`src/sv/mfsm_pkg.sv`:
```
// mfsm_pkg: widths, defaults and filter constants for the modem frame sample monitor.
// Has no dependencies; imported by modem_frame_sample_monitor_top.
`default_nettype none
package mfsm_pkg;

    localparam int WINDOW_LEN_DEF  = 20;
    localparam int SAMPLE_BITS_DEF = 24;

    localparam int MEAS_W = 24;
    localparam int CNT_W  = 32;
    localparam int STAT_W = 16;
    localparam int SRC_W  = 2;
    localparam int NUM_STATUS = 4;

    // filter: new = old*30/100 + sample*70/100
    localparam int MUL_OLD = 30;
    localparam int MUL_NEW = 70;

    // x/100 == (x * DIV_RECIP) >> DIV_SHIFT, exact for x < 2**31
    localparam int          DIV_SHIFT = 38;
    localparam logic [31:0] DIV_RECIP = 32'd2748779070;

endpackage
`default_nettype wire

```
`src/sv/modem_frame_sample_monitor_top.sv`:
```
// modem_frame_sample_monitor_top: frame counters, 30/70 smoothing filter, window peak-to-peak.
// Depends on mfsm_pkg. Window samples live in a one-port-write, one-port-read synchronous RAM.
//
//   channel | direction | handshake           | payload
//   --------+-----------+---------------------+---------------------------------------------
//   in      | in        | in_valid / in_ready | func, frame_failed, is_status, measurement,
//           |           |                     | status_source, status_payload
//   out     | out       | out_valid/out_ready | counters, filter, latest, span, status words
//
// Sample frame: after accept, S_MUL forms the 30/70 products, then S_DIV_OLD and S_DIV_NEW run the
// filter divide by 100 through one reciprocal multiplier, then S_SCAN makes one RAM read per window entry.
// Other frames and the clear command go straight to S_EMIT, with no RAM write.
// Reset empties the window through per-entry valid bits; no clearing pass.
// A result waits in the output register while the next beat is taken; a stalled output
// holds the block only when the next result is ready to load.
`default_nettype none
module modem_frame_sample_monitor_top #(
    parameter int WINDOW_LEN  = mfsm_pkg::WINDOW_LEN_DEF,
    parameter int SAMPLE_BITS = mfsm_pkg::SAMPLE_BITS_DEF
) (
    input  wire logic                          clk,
    input  wire logic                          rst_n,

    input  wire logic                          in_valid,
    output logic                               in_ready,
    input  wire logic                          func,
    input  wire logic                          frame_failed,
    input  wire logic                          is_status,
    input  wire logic [mfsm_pkg::MEAS_W-1:0]   measurement,
    input  wire logic [mfsm_pkg::SRC_W-1:0]    status_source,
    input  wire logic [mfsm_pkg::STAT_W-1:0]   status_payload,

    output logic                               out_valid,
    input  wire logic                          out_ready,
    output logic [mfsm_pkg::CNT_W-1:0]         total_frames,
    output logic [mfsm_pkg::CNT_W-1:0]         bad_frames,
    output logic [mfsm_pkg::CNT_W-1:0]         sample_frames,
    output logic [mfsm_pkg::CNT_W-1:0]         status_frames,
    output logic [mfsm_pkg::MEAS_W-1:0]        smoothed_sample,
    output logic [mfsm_pkg::MEAS_W-1:0]        latest_sample,
    output logic [mfsm_pkg::MEAS_W-1:0]        peak_to_peak,
    output logic [mfsm_pkg::STAT_W-1:0]        status_word_a,
    output logic [mfsm_pkg::STAT_W-1:0]        status_word_b,
    output logic [mfsm_pkg::STAT_W-1:0]        status_word_c,
    output logic [mfsm_pkg::STAT_W-1:0]        status_word_d
);
    import mfsm_pkg::*;

    localparam int SW     = (SAMPLE_BITS < MEAS_W) ? SAMPLE_BITS : MEAS_W;
    localparam int PW     = SW + 7;
    localparam int QW     = SW + 1;
    localparam int PROD_W = PW + 32;
    localparam int AW     = (WINDOW_LEN > 1) ? $clog2(WINDOW_LEN) : 1;
    localparam logic [AW-1:0] LAST_IDX = AW'(WINDOW_LEN - 1);

    typedef enum logic [5:0] {
        S_IDLE     = 6'b000001,
        S_MUL      = 6'b000010,
        S_DIV_OLD  = 6'b000100,
        S_DIV_NEW  = 6'b001000,
        S_SCAN     = 6'b010000,
        S_EMIT     = 6'b100000
    } state_t;

    state_t state_reg, state_next;

    logic [CNT_W-1:0]  total_reg, bad_reg, sample_reg, status_cnt_reg;
    logic [SW-1:0]     filter_reg, last_reg, span_reg;
    logic [STAT_W-1:0] words_reg [NUM_STATUS];
    logic [AW-1:0]     wp_reg;
    logic [WINDOW_LEN-1:0] entry_valid_reg;

    logic [PW-1:0]     p_old_reg, p_new_reg;
    logic [QW-1:0]     q_old_reg;

    logic [AW-1:0]     scan_idx_reg;
    logic              scan_done_reg;
    logic              rd_first_reg, rd_live_reg, rd_last_reg, rd_entry_valid_reg;
    logic [SW-1:0]     rd_data_reg;
    logic [SW-1:0]     hi_reg, lo_reg;

    logic [SW-1:0]     window_mem [WINDOW_LEN];

    logic              out_valid_reg;
    logic [CNT_W-1:0]  o_total_reg, o_bad_reg, o_sample_reg, o_status_reg;
    logic [SW-1:0]     o_filter_reg, o_last_reg, o_span_reg;
    logic [STAT_W-1:0] o_words_reg [NUM_STATUS];

    logic              in_fire, sample_fire, mem_we, emit_load;
    logic [SW-1:0]     meas_s, rd_value, hi_upd, lo_upd;
    logic [PW-1:0]     div_in;
    logic [PROD_W-1:0] div_prod;
    logic [QW-1:0]     div_q;

    assign in_ready    = (state_reg == S_IDLE);
    assign in_fire     = in_valid && in_ready;
    assign meas_s      = measurement[SW-1:0];
    assign sample_fire = in_fire && !func && !frame_failed && !is_status;
    assign mem_we      = sample_fire;
    assign emit_load   = (state_reg == S_EMIT) && (!out_valid_reg || out_ready);

    assign div_in   = (state_reg == S_DIV_OLD) ? p_old_reg : p_new_reg;
    assign div_prod = PROD_W'(div_in) * PROD_W'(DIV_RECIP);
    assign div_q    = QW'(div_prod >> DIV_SHIFT);

    assign rd_value = rd_entry_valid_reg ? rd_data_reg : '0;
    assign hi_upd   = (rd_first_reg || rd_value > hi_reg) ? rd_value : hi_reg;
    assign lo_upd   = (rd_first_reg || rd_value < lo_reg) ? rd_value : lo_reg;

    always_comb
    begin
        state_next = state_reg;
        unique case (state_reg)
            S_IDLE:    if (in_fire) state_next = sample_fire ? S_MUL : S_EMIT;
            S_MUL:     state_next = S_DIV_OLD;
            S_DIV_OLD: state_next = S_DIV_NEW;
            S_DIV_NEW: state_next = S_SCAN;
            S_SCAN:    if (rd_last_reg) state_next = S_EMIT;
            S_EMIT:    if (emit_load) state_next = S_IDLE;
            default:   state_next = S_IDLE;
        endcase
    end

    // window RAM: write at accept, registered read during scan
    always_ff @(posedge clk)
    begin
        if (mem_we)
        begin
            window_mem[wp_reg] <= meas_s;
        end
        rd_data_reg <= window_mem[scan_idx_reg];
    end

    always_ff @(posedge clk or negedge rst_n)
    begin
        if (!rst_n)
        begin
            state_reg       <= S_IDLE;
            total_reg       <= '0;
            bad_reg         <= '0;
            sample_reg      <= '0;
            status_cnt_reg  <= '0;
            filter_reg      <= '0;
            last_reg        <= '0;
            span_reg        <= '0;
            for (int i = 0; i < NUM_STATUS; i++)
            begin
                words_reg[i] <= '0;
            end
            wp_reg          <= '0;
            entry_valid_reg <= '0;
            scan_idx_reg    <= '0;
            scan_done_reg   <= 1'b0;
            rd_first_reg    <= 1'b0;
            rd_live_reg     <= 1'b0;
            rd_last_reg     <= 1'b0;
            rd_entry_valid_reg <= 1'b0;
            out_valid_reg   <= 1'b0;
        end
        else
        begin
            state_reg <= state_next;

            if (in_fire)
            begin
                if (func)
                begin
                    bad_reg <= '0;
                end
                else
                begin
                    total_reg <= total_reg + 1'b1;
                    if (frame_failed)
                    begin
                        bad_reg <= bad_reg + 1'b1;
                        wp_reg  <= '0;
                    end
                    else if (!is_status)
                    begin
                        sample_reg <= sample_reg + 1'b1;
                        last_reg   <= meas_s;
                        entry_valid_reg[wp_reg] <= 1'b1;
                        wp_reg <= (wp_reg == LAST_IDX) ? '0 : wp_reg + 1'b1;
                    end
                    else
                    begin
                        status_cnt_reg <= status_cnt_reg + 1'b1;
                        words_reg[status_source] <= status_payload;
                    end
                end
            end

            if (state_reg == S_DIV_NEW)
            begin
                filter_reg <= SW'(q_old_reg + div_q);
            end

            // scan: address in S_SCAN, read data in the next cycle
            if (state_reg == S_DIV_NEW)
            begin
                scan_idx_reg  <= '0;
                scan_done_reg <= 1'b0;
            end
            else if (state_reg == S_SCAN && !scan_done_reg)
            begin
                if (scan_idx_reg == LAST_IDX)
                begin
                    scan_done_reg <= 1'b1;
                end
                else
                begin
                    scan_idx_reg <= scan_idx_reg + 1'b1;
                end
            end
            rd_live_reg        <= (state_reg == S_SCAN) && !scan_done_reg;
            rd_first_reg       <= (state_reg == S_SCAN) && !scan_done_reg && (scan_idx_reg == '0);
            rd_last_reg        <= (state_reg == S_SCAN) && !scan_done_reg
                                  && (scan_idx_reg == LAST_IDX);
            rd_entry_valid_reg <= entry_valid_reg[scan_idx_reg];

            if (rd_last_reg)
            begin
                span_reg <= hi_upd - lo_upd;
            end

            if (emit_load)
            begin
                out_valid_reg <= 1'b1;
            end
            else if (out_ready)
            begin
                out_valid_reg <= 1'b0;
            end
        end
    end

    // datapath registers, no reset
    always_ff @(posedge clk)
    begin
        if (state_reg == S_MUL)
        begin
            p_old_reg <= PW'(filter_reg) * PW'(MUL_OLD);
            p_new_reg <= PW'(last_reg) * PW'(MUL_NEW);
        end
        if (state_reg == S_DIV_OLD)
        begin
            q_old_reg <= div_q;
        end
        if (rd_live_reg)
        begin
            hi_reg <= hi_upd;
            lo_reg <= lo_upd;
        end
        if (emit_load)
        begin
            o_total_reg  <= total_reg;
            o_bad_reg    <= bad_reg;
            o_sample_reg <= sample_reg;
            o_status_reg <= status_cnt_reg;
            o_filter_reg <= filter_reg;
            o_last_reg   <= last_reg;
            o_span_reg   <= rd_last_reg ? (hi_upd - lo_upd) : span_reg;
            for (int i = 0; i < NUM_STATUS; i++)
            begin
                o_words_reg[i] <= words_reg[i];
            end
        end
    end

    assign out_valid       = out_valid_reg;
    assign total_frames    = o_total_reg;
    assign bad_frames      = o_bad_reg;
    assign sample_frames   = o_sample_reg;
    assign status_frames   = o_status_reg;
    assign smoothed_sample = MEAS_W'(o_filter_reg);
    assign latest_sample   = MEAS_W'(o_last_reg);
    assign peak_to_peak    = MEAS_W'(o_span_reg);
    assign status_word_a   = o_words_reg[0];
    assign status_word_b   = o_words_reg[1];
    assign status_word_c   = o_words_reg[2];
    assign status_word_d   = o_words_reg[3];

    a_wp_in_range: assert property (@(posedge clk) disable iff (!rst_n)
        wp_reg <= LAST_IDX)
        else $error("window write position out of range");

    a_sample_to_filter: assert property (@(posedge clk) disable iff (!rst_n)
        sample_fire |=> (state_reg == S_MUL) && (last_reg == $past(meas_s)))
        else $error("sample beat did not start the filter");

    a_span_order: assert property (@(posedge clk) disable iff (!rst_n)
        rd_last_reg |-> (hi_upd >= lo_upd))
        else $error("window maximum below minimum");

    a_emit_after_scan: assert property (@(posedge clk) disable iff (!rst_n)
        rd_last_reg |-> (state_reg == S_SCAN))
        else $error("scan finished outside scan state");

endmodule
`default_nettype wire
```
`config.mk`:
```
export PLATFORM = sky130hd
export DESIGN_NAME = modem_frame_sample_monitor_top
export DESIGN_NICKNAME = d
export VERILOG_FILES = /design/src/sv/mfsm_pkg.sv /design/src/sv/modem_frame_sample_monitor_top.sv
export SDC_FILE = /design/constraint.sdc
export NUM_CORES = 2
export LEC_CHECK = 0
export ABC_AREA = 1
export CAP_MARGIN = 20
export CORE_MARGIN = 2
export CORE_UTILIZATION = 45
export DETAILED_ROUTE_END_ITERATION = 12
export DONT_BUFFER_PORTS = 1
export GPL_TIMING_DRIVEN = 0
export PLACE_DENSITY_LB_ADDON = 0.25
export SYNTH_ARGS = -nofsm -noshare
export SYNTH_HDL_FRONTEND = slang
export SYNTH_SLANG_ARGS = --single-unit
```
`constraint.sdc`:
```
create_clock -name clk -period 40.2 [get_ports clk]
set_clock_uncertainty 0.15 [all_clocks]
set_input_delay 4.02 -clock clk [delete_from_list [all_inputs] [get_ports clk]]
set_output_delay 4.02 -clock clk [all_outputs]
set_load 0.01 [all_outputs]
```
==> summary.txt <==
Status -> finished clean
Clock latency on the worst-skew pair -> 770 ps
Chip height -> 401 µm
Share of cells above drive strength 1 -> 0.0553
Worst Hold Class -> reg -> reg
Worst Setup SP -> state_reg[0]
Min Tclk post-route -> 11,970 ps
Initial antenna violation count -> 4
Sequential area share after synthesis -> 0.484
CTS tree -> built
Hold Vio Cnt, Final -> 0
Leading area contributor after synthesis -> edfxtp_1
Tcrit/Tclk final -> 0.298
Setup bufs post-CTS -> 0
WS Path Type -> reg -> reg
Buffers on Ports -> 0
Final setup fails -> 0
Total track usage -> 0.250
Largest net degree at the start of global routing -> 307
Total CTS buffers -> 132
DRC violations left -> 0
Cells after synthesis -> 6,776
Row cnt -> 145
CP endpoint kind -> flop
Slowest CP cell -> nor4_1
RSZ-0062 raised after global routing -> false
Area Growth Syn to Fin -> 11.0%
Routed WL per cell -> 22.1 µm
Ys async rst share -> 0.254
Total gr overflow -> 0
Worst Path Required -> 40,670 ps
CP peak stage delay -> 770 ps
Vias in the first global route -> 48,700
Post-synth top cells -> 1,119 x inv_1, 1,019 x nand2_1, 874 x edfxtp_1
Hold_sp -> words_reg[44]
Synth warn -> 0
Max Cap Viol -> 0
Slew @ Worst Pin -> 1040 ps
Worst R2R Setup Slack -> 28,230 ps
First-pass GRT wire length -> 304,000 µm
CP dominant cell by count -> inv_1
CP bufs+invs -> 11
Placed Area -> 74,200 µm²
R2R Path Start -> state_reg[0]
CTS Buffer Depth -> 3
FMAX -> 83.6 MHz
CTS Sinks -> 1,204
DR vias -> 48,900
First DRT Iteration DRCs -> 4,217
Post-synth EDFFs -> 874
Hold EP -> o_words_reg[1][12]
Crit path max fanout -> 33
Post-route cell area -> 78,800 µm²
Yosys cell types -> 58
Root Buffer -> clkbuf_16
Top FF cell, synth -> edfxtp_1
CTS Hold Buffers Added -> 0
Total number of H-tree levels -> 4
Core Box Area -> 156,000 µm²
Hpwl dp -> 157,000 µm
Worst slew margin -> 0.307
Synth Net Count -> 7,809
Post-DRT Antenna Nets -> 0
Hold Path Cell Cnt -> 0
Worst R2R Path Depth -> 45
Die width -> 401 µm
Post-synth top area share -> 0.370
CTS resizes -> 0
Synth Area per Inst -> 10.5 µm²
Top cells by area, synth -> edfxtp_1 37%, fa_1 12%, dfrtp_1 11%
WL final -> 201,000 µm
Final TNS setup -> 0 ps
Initial Util -> 0.454
Ports -> 315
Placed insts -> 8,871
Max reg flops -> 480
Global placement routability congestion -> 0.991
Nets -> 7,982
Non-Filler Instances -> 9,116
Worst setup SP type -> flop
R2r endpoint -> filter_reg[21]
Die area -> 161,000 µm²
Most common cell in the synthesized netlist -> inv_1
Yosys reg bits -> 1,204
Vias per inst -> 5.36
Final Max Slew Viols -> 0
CTS clk-pin slew, worst paths -> 60 ps
Family with the most delay on the worst path -> adder cells
DR pass1 iterations -> 5
Synth Cell Area -> 71,000 µm²
Arrival time at the worst endpoint -> 12,430 ps
## cells by family (layout without fill, tap and decap cells)
kind of cell	after synthesis	after routing	synth area share
AO/OA/AOI/OAI	1085	1085	0.0854
flip-flops	1204	1204	0.484
other	0	3	0
AND/OR/NAND/NOR	2024	2024	0.120
adder cells (fa/ha/maj)	984	984	0.217
XOR/XNOR	199	199	0.0246
buffers and inverters	1280	1559	0.0679
## metrics by stage
step,util,hold slack (ps),setup WS (ps)
finish,0.504,297,28230
global route,0.504,301,27630
CTS,0.504,296,28360
detailed placement,0.474,282,28410
global placement,0.470,280,18410
floorplan,-,270,24220
## layer usage
metal  GRT usage  routed length [µm]
met1       0.333               85000
met5           0                  27
met2       0.404               94300
met3      0.0454               13400
met4       0.102                8650
## worst max-delay path by stage
| stage | end | slack (ps) | depth (start not counted) |
|---|---|---|---|
| 3_5_place_dp | filter_reg[23] | 28410 | 43 |
| 4_1_cts | filter_reg[23] | 28360 | 43 |
| 2_1_floorplan | bad_frames[0] | 24220 | 2 |
| 3_3_place_gp | o_words_reg[1][6] | 18410 | 2 |
| 6_report | filter_reg[21] | 28230 | 45 |
| 5_1_grt | filter_reg[23] | 27630 | 45 |
## worst reg2reg max path, delay by kind of cell (launching register included)
family	cells	cell delay (ps)
flops	1	590
compound gates	3	550
simple gates	21	3980
fa+ha+maj	10	4790
buf+inv	11	1780
## layout by cell type, fill, tap and decap left out, types with 146 or more instances in the layout
| cell | count |
|---|---|
| o21ai_0 | 566 |
| fa_1 | 414 |
| clkbuf_1 | 146 |
| a21oi_1 | 219 |
| nor2_1 | 553 |
| dfrtp_1 | 304 |
| inv_1 | 1119 |
| ha_1 | 570 |
| nand2_1 | 1019 |
| edfxtp_1 | 874 |
| nand3_1 | 146 |
## layout make-up
class	instances	area, µm²
flip-flops and latches	1204	34400
inverters	1130	4240
diodes	3	7.51
fillers	14200	77600
clock inverters	78	1040
multi-input cells	4292	31900
repair buffers	39	528
clock buffers	162	3530
plain buffers	150	581
well taps	2058	2570
Power is left out: the tool's default activity adds up to more than one toggle a clock period on the data nets, which glitch-free logic cannot reach.
